## src/mac_presence_table_aging_top_macros.svh

```systemverilog
// Assertion macros for the presence table RTL.
// Stand-alone header; no dependencies. Empty bodies when SYNTH is defined.
`ifndef MAC_PRESENCE_TABLE_AGING_TOP_MACROS_SVH
`define MAC_PRESENCE_TABLE_AGING_TOP_MACROS_SVH
`ifndef SYNTH
`define MPTA_ASSERT_IMPLY(lbl, clk, rst_n, ante, cons) \
	lbl: assert property (@(posedge clk) disable iff (!(rst_n)) (ante) |-> (cons)) \
		else $error("implication check failed");
`define MPTA_ASSERT_NEXT(lbl, clk, rst_n, ante, cons) \
	lbl: assert property (@(posedge clk) disable iff (!(rst_n)) (ante) |=> (cons)) \
		else $error("next-cycle check failed");
`else
`define MPTA_ASSERT_IMPLY(lbl, clk, rst_n, ante, cons)
`define MPTA_ASSERT_NEXT(lbl, clk, rst_n, ante, cons)
`endif
`endif

```

## src/mpta_ram.sv

```systemverilog
// Generic simple dual-port RAM: one write port, one registered read port.
// No dependencies.
module mpta_ram #(
	parameter int WIDTH = 8,
	parameter int DEPTH = 64
) (
	input  logic                     clk,
	input  logic                     wr_en,
	input  logic [$clog2(DEPTH)-1:0] wr_addr,
	input  logic [WIDTH-1:0]         wr_data,
	input  logic                     rd_en,
	input  logic [$clog2(DEPTH)-1:0] rd_addr,
	output logic [WIDTH-1:0]         rd_data
);
	logic [WIDTH-1:0] mem [DEPTH];

	always_ff @(posedge clk) begin
		if (wr_en) begin
			mem[wr_addr] <= wr_data;
		end
		if (rd_en) begin
			rd_data <= mem[rd_addr];
		end
	end
endmodule

```

## config.mk

```make
export PLATFORM = sky130hd
export DESIGN_NAME = mpta_ram
export DESIGN_NICKNAME = d
export VERILOG_FILES = /design/src/mac_presence_table_aging_top_macros.svh /design/src/mpta_ram.sv
export SDC_FILE = /design/constraint.sdc
export NUM_CORES = 1
export LEC_CHECK = 0
export BUFFER_PORTS_ARGS = -buffer_cell sky130_fd_sc_hd__buf_2
export CORE_ASPECT_RATIO = 1.2
export CORE_MARGIN = 2
export CORE_UTILIZATION = 36
export DETAILED_ROUTE_END_ITERATION = 8
export SETUP_SLACK_MARGIN = 0.1
export SLEW_MARGIN = 20
export SYNTH_ARGS = -nofsm -noshare
export SYNTH_HDL_FRONTEND = slang
export SYNTH_SLANG_ARGS = --single-unit
```

## constraint.sdc

```tcl
create_clock -name clk -period 5.6 [get_ports clk]
set_input_delay 1.12 -clock clk [delete_from_list [all_inputs] [get_ports clk]]
set_output_delay 1.12 -clock clk [all_outputs]
set_load 0.02 [all_outputs]
```

==> flow_metrics.tcl, run 1 <==
set metrics [dict create \
    clock-root-buffer "clkbuf_16" \
    antenna_found_initial 1 \
    cts_tree "built" \
    clkTransAtPathRegs_ps 60 \
    syn_to_final_growth_pct 11.8 \
    n_antenna_cell 0 \
    critical-path-max-stage-delay_ps 1040 \
    maxSlewHeadroom_pct 18.3 \
    syn_inst 940 \
    htree_levels 2 \
    num_vias 9373 \
    layout.nets 1009 \
    fmax_mhz 294 \
    worstHoldPathCells 3 \
    layout-drive-gt1-share_pct 24.1 \
    path_class "primary input to register" \
    die_w_um 220 \
    cts_sinks 520 \
    die-area_um2 58200 \
    grt_first_pass_wirelength_mm 66.4 \
    leakage_nw 6.89 \
    grt_usage_pct 15.7 \
    crit_chain "clkbuf_8 -> mux4_2 -> nor2b_1 -> a2111oi_0 -> o41ai_1" \
    required_ps 5860 \
    cts_buffer_depth 3 \
    numCtsBuffers 46 \
    min_path_type "register to register" \
    cts_setup_buffers 0 \
    max-vdd-ir-drop_mv 0.196 \
    antenna_left 0 \
    path_depth 5 \
    wl_per_cell_um 25.6 \
    fillers 4822 \
    avgViaCountPerCell 5.36 \
    area.sequential_um2 15600 \
    crit_fanout 56 \
    critPathSlowestCell "a2111oi_0" \
    yosysTopAreaCellShare_pct 77.1 \
    fin_crit_sh_pct 60.8 \
    insertion_delay_ps 560 \
    powerDensity_nw_per_um2 344 \
    p_total_mw 7.78 \
    crit_buf_inv 1 \
    hpwl_mm 26.8 \
    gp_congestion 0.751 \
    remaining_drc_errors 0 \
    hp-start "mem[26][6]" \
    synthDistinctLibCells 39 \
    synthesis.nets 963 \
    io-pin-count 31 \
    slew_viol_final 0 \
    rows 95 \
    setup_tns_ps 0 \
    grt.busiest_layer "met2" \
    synthTopCellsByArea "edfxtp_1, mux4_2, nor2_1" \
    crit_start "rd_addr[0]" \
    max-cap-violations 0 \
    tightest_slew_ps 1190 \
    grtUsageMet3_pct 2.72 \
    fin_skew_ps 13.8 \
    ctsResizeCount 0 \
    status "complete, no violations" \
    met2_usage_pct 26.2 \
    finalSetupViolCount 0 \
    hold_buffers 0 \
    synth-seq-cells 520 \
    yosys.area.top_type "edfxtp_1" \
    reg2reg_depth 4 \
    grt_max_degree 65 \
    drtIter0Drc 865 \
    start_util_pct 36.3 \
    layout_min_cycle_time_ps 3400 \
    seq_area_frac_synth_pct 77.1 \
    crit_path_end_kind "register" \
    grt_pass1_vias 9729 \
    numPortBuffers 30 \
    arrival_ps 3660 \
    r2r_start "mem[3][5]" \
    wl_mm 44.7 \
    critPathLaunchType "primary input" \
    fp.dieH_um 264 \
    grt_setup_unrepaired "no" \
    multiInputGateArea_um2 4320 \
    core_um2 55700 \
    met1_usage_pct 21.2 \
    gr-total-overflow 0 \
    cpLargestDelayFamily "compound AO/OA/AOI/OAI gates" \
    yosysWarnings 0 \
    syn_area_per_cell_um2 21.5 \
    drt-pass1-iter-count 5 \
    finalHoldViolations 0 \
    netlist_area_um2 20200 \
]
==> flip-flops by register name, summed over array words and instances (netlist names) <==
name	count
mem	512
rd_data	8
==> worst register-to-register path, delay by kind of cell (launching register included) <==
family	cells	cell delay (ps)
flops	1	380
compound gates	2	1230
mux	1	480
simple gates	1	140
==> power breakdown <==
| group | switching [mW] | leakage [nW] | internal (mW) |
|---|---|---|---|
| registers | 0.00960 | 4.69 | 4.32 |
| logic | 0.249 | 1.51 | 0.146 |
| clock network | 1.32 | 0.697 | 1.73 |
| total | 1.58 | 6.89 | 6.19 |
==> per-layer routing <==
metal,vias to the layer above,wire (µm)
li1,4022,-
met1,4998,18500
met2,282,22700
met3,69,2400
met4,2,1150
met5,-,10
==> cell type report <==
cell class                 instances  share of cell area [%]
tap                              727                    4.02
multi-input combinational        369                    19.1
clock inverter                    23                   0.779
clock buffer                      62                    5.63
timing repair buffer              49                    1.53
sequential                       520                    69.0
==> metrics by stage <==
stage | hold slack (ps) | instance area [µm²] | util [%] | cells | setup WS, ps
2_1_floorplan | 797 | 20200 | - | 940 | 2670
4_1_cts | 936 | 22600 | 40.6 | 1750 | 2220
5_1_grt | 941 | 22600 | 40.6 | 1750 | 2050
3_5_place_dp | 951 | 21200 | 38.0 | 1665 | 1650
6_report | 963 | 22600 | 40.6 | 1750 | 2200
3_3_place_gp | 887 | 21200 | 38.0 | 1665 | 1660
==> worst paths after layout <==
kind         slack, ps    endpoint
max               2200  rd_data[5]
min                960  rd_data[6]
max reg2reg       3070  rd_data[5]
min reg2reg        960  rd_data[6]
==> cell usage in the layout, fill, tap and decap left out, drive strengths merged, types with 2 or more instances in the layout <==
master / n
a2111oi: 2
a211oi: 4
a21oi: 3
a221oi: 6
a22oi: 3
buf: 48
bufinv: 3
clkbuf: 63
clkinv: 18
clkinvlp: 2
edfxtp: 520
mux2: 13
mux2i: 23
mux4: 126
nand2: 19
nand2b: 7
nand3: 13
nand3b: 3
nand4: 2
nor2: 83
nor2b: 14
nor3: 7
nor4: 2
o2111ai: 3
o21a: 2
o21ai: 4
o221a: 2
o221ai: 8
o22ai: 8
o2bb2ai: 3
o32ai: 2
o41ai: 2
==> synthesized netlist by cell type (all sizes together) <==
library cell and number:
nand2b 7, buf 34, mux2 13, nand4 2, o22ai 8, o311ai 1
o21a 2, a2111oi 2, mux4 126, a221oi 6, mux2i 23, o221a 2
a31oi 1, o21ai 4, a22oi 3, a21oi 3, o41ai 2, clkbuf 17
nor3 7, nor2b 14, or3 1, a211oi 4, o221ai 8, nand3b 3
o2bb2ai 3, nor4 2, nand3 13, edfxtp 520, nand4b 1, and2 1
nor2 83, o32ai 2, o2111ai 3, nand2 19
==> logic make-up after synthesis <==
logic type      Yosys count  synth area share [%]
flops                   520                  77.1
mux                     162                  15.9
simple gates            153                  3.37
compound gates           54                  2.06
buf+inv                  51                  1.56
No activity file was read; power rests on OpenSTA's default activity.
==> run 2, diff against run 1 <==
==> constraint.sdc (replaced) <==
create_clock -name clk -period 3.5 [get_ports clk]
set_input_delay 0.7 -clock clk [delete_from_list [all_inputs] [get_ports clk]]
set_output_delay 0.7 -clock clk [all_outputs]
set_load 0.02 [all_outputs]
==> flow_metrics.tcl, run 2 (synthesis gave the netlist of run 1 again) <==
set metrics [dict create \
    top_regs "mem x512, rd_data x8" \
    largest_reg_flops 512 \
    critPathLaunchType "primary input" \
    hpwl_mm 30.2 \
    core_um2 55700 \
    start_util_pct 36.3 \
    cts_setup_buffers 0 \
    final_core_util_pct 42.0 \
    clkTransAtPathRegs_ps 60 \
    power_frac_comb_pct 5.3 \
    intPower_mw 10.2 \
    cts_buffer_depth 3 \
    clock-root-buffer "clkbuf_16" \
    avgViaCountPerCell 5.32 \
    gp_congestion 0.816 \
    required_ps 3790 \
    reg2reg_depth 5 \
    seq_power_share_pct 54.0 \
    fin_crit_sh_pct 72.8 \
    regMostFlops "mem" \
    syn_to_final_growth_pct 15.7 \
    arrival_ps 2840 \
    crit_fanout 28 \
    wl_per_cell_um 25.4 \
    hold_buffers 0 \
    drt-pass1-iter-count 5 \
    placed_area_um2 21900 \
    tightest_slew_ps 966 \
    r2r_end "rd_data[6]" \
    hp-start "rd_en" \
    powerDensity_nw_per_um2 547 \
    layout.nets 1097 \
    insertion_delay_ps 560 \
    antenna_found_initial 2 \
    fillers 4745 \
    wl_mm 46.7 \
    drtIter0Drc 1124 \
    maxSlewHeadroom_pct 35.6 \
    fp.dieH_um 264 \
    layout_min_cycle_time_ps 2550 \
    numCtsBuffers 47 \
    fin_skew_ps 17.4 \
    num_vias 9757 \
    htree_levels 2 \
    grt_max_degree 65 \
    max-cap-violations 0 \
    die_w_um 220 \
    final_common_cell "edfxtp_1" \
    grt_setup_unrepaired "no" \
    slew_viol_final 0 \
    finalSetupViolCount 0 \
    pwr-share-clk_pct 40.7 \
    rows 95 \
    fmax_mhz 392 \
    leakage_nw 7.42 \
    grt_first_pass_wirelength_mm 68.9 \
    r2r_start "mem[21][6]" \
    layout-drive-gt1-share_pct 31.0 \
    power_switching_mw 2.59 \
    io-pin-count 31 \
    antenna_left 0 \
    r2r_slack_ps 1340 \
    p_total_mw 12.8 \
    fin_ws_ps 951 \
    min_path_type "primary input to register" \
    die-area_um2 58200 \
    sw_frac_of_total_pct 20.2 \
    crit_path_end_kind "register" \
    finalHoldViolations 0 \
    mostFrequentLayoutCells "edfxtp_1, mux4_2, buf_4" \
    design_area_um2 23400 \
    post-place-ws_ps 285 \
    setup_tns_ps 0 \
    cts_sinks 520 \
    ctsResizeCount 0 \
    cts_tree "built" \
    status "complete, no violations" \
    grt_usage_pct 16.4 \
    max-vdd-ir-drop_mv 0.332 \
    n_antenna_cell 0 \
    numPortBuffers 30 \
    grt_pass1_vias 10194 \
    remaining_drc_errors 0 \
    gr-total-overflow 0 \
    whs_endpoint "rd_data[7]" \
    worstHoldPathCells 1 \
    path_class "primary input to register" \
]
[run 2: cell count changes in the layout (fill, tap and decap cells not counted), sizes merged]
cell      delta
clkbuf       -7
bufinv       +4
clkinv       +2
buf         +87
clkinvlp     -1
[run 2: area by class of cell]
type                       instances  area, µm²  share of cell area, %
clock inverter                    28        305                   1.30
clock buffer                      55       1250                   5.33
timing repair buffer             136       1030                   4.39
tap                              727        910                   3.88
sequential                       520      15600                   66.7
multi-input combinational        369       4320                   18.4
[run 2: routing by layer]
layer	up-vias	track usage (%)	routed length [µm]	share of wire [%]
met5	-	0	21	0.045
met4	4	4.77	1200	2.6
met3	73	2.59	2520	5.4
met2	274	27.6	23800	51
met1	5210	21.9	19200	41
li1	4196	-	-	-
[run 2: through the flow]
stage | hold WS (ps) | std cells
floorplan | 797 | 940
global placement | 878 | 1752
detailed placement | 887 | 1752
CTS | 483 | 1835
global route | 486 | 1835
finish | 503 | 1835
[run 2: power by group through the flow]
| stage | Clock [mW] | Sequential [mW] | Combinational, mW |
|---|---|---|---|
| floorplan | 0 | 7.06 | 0.368 |
| global placement | 0 | 7.05 | 0.677 |
| detailed placement | 0 | 7.06 | 0.688 |
| CTS | 5.32 | 6.92 | 0.689 |
| global route | 5.52 | 6.92 | 0.725 |
| finish | 5.22 | 6.92 | 0.678 |
[run 2: worst max-delay path by stage]
stage / end / slack, ps / cells after the start / start
6_report: rd_data[6] / 950 / 7 / rd_addr[0]
5_1_grt: rd_data[6] / 870 / 7 / rd_addr[0]
4_1_cts: rd_data[6] / 880 / 7 / rd_addr[0]
3_5_place_dp: rd_data[6] / 280 / 7 / rd_addr[0]
3_3_place_gp: rd_data[6] / 340 / 7 / rd_addr[0]
2_1_floorplan: rd_data[3] / 990 / 7 / rd_addr[1]
[run 2: worst max-delay path, cell delays in order]
cell	delay, ps
clkbuf_8	330
buf_12	210
mux4_2	500
mux2_2	280
o221a_2	270
nor3_1	330
o32ai_1	160
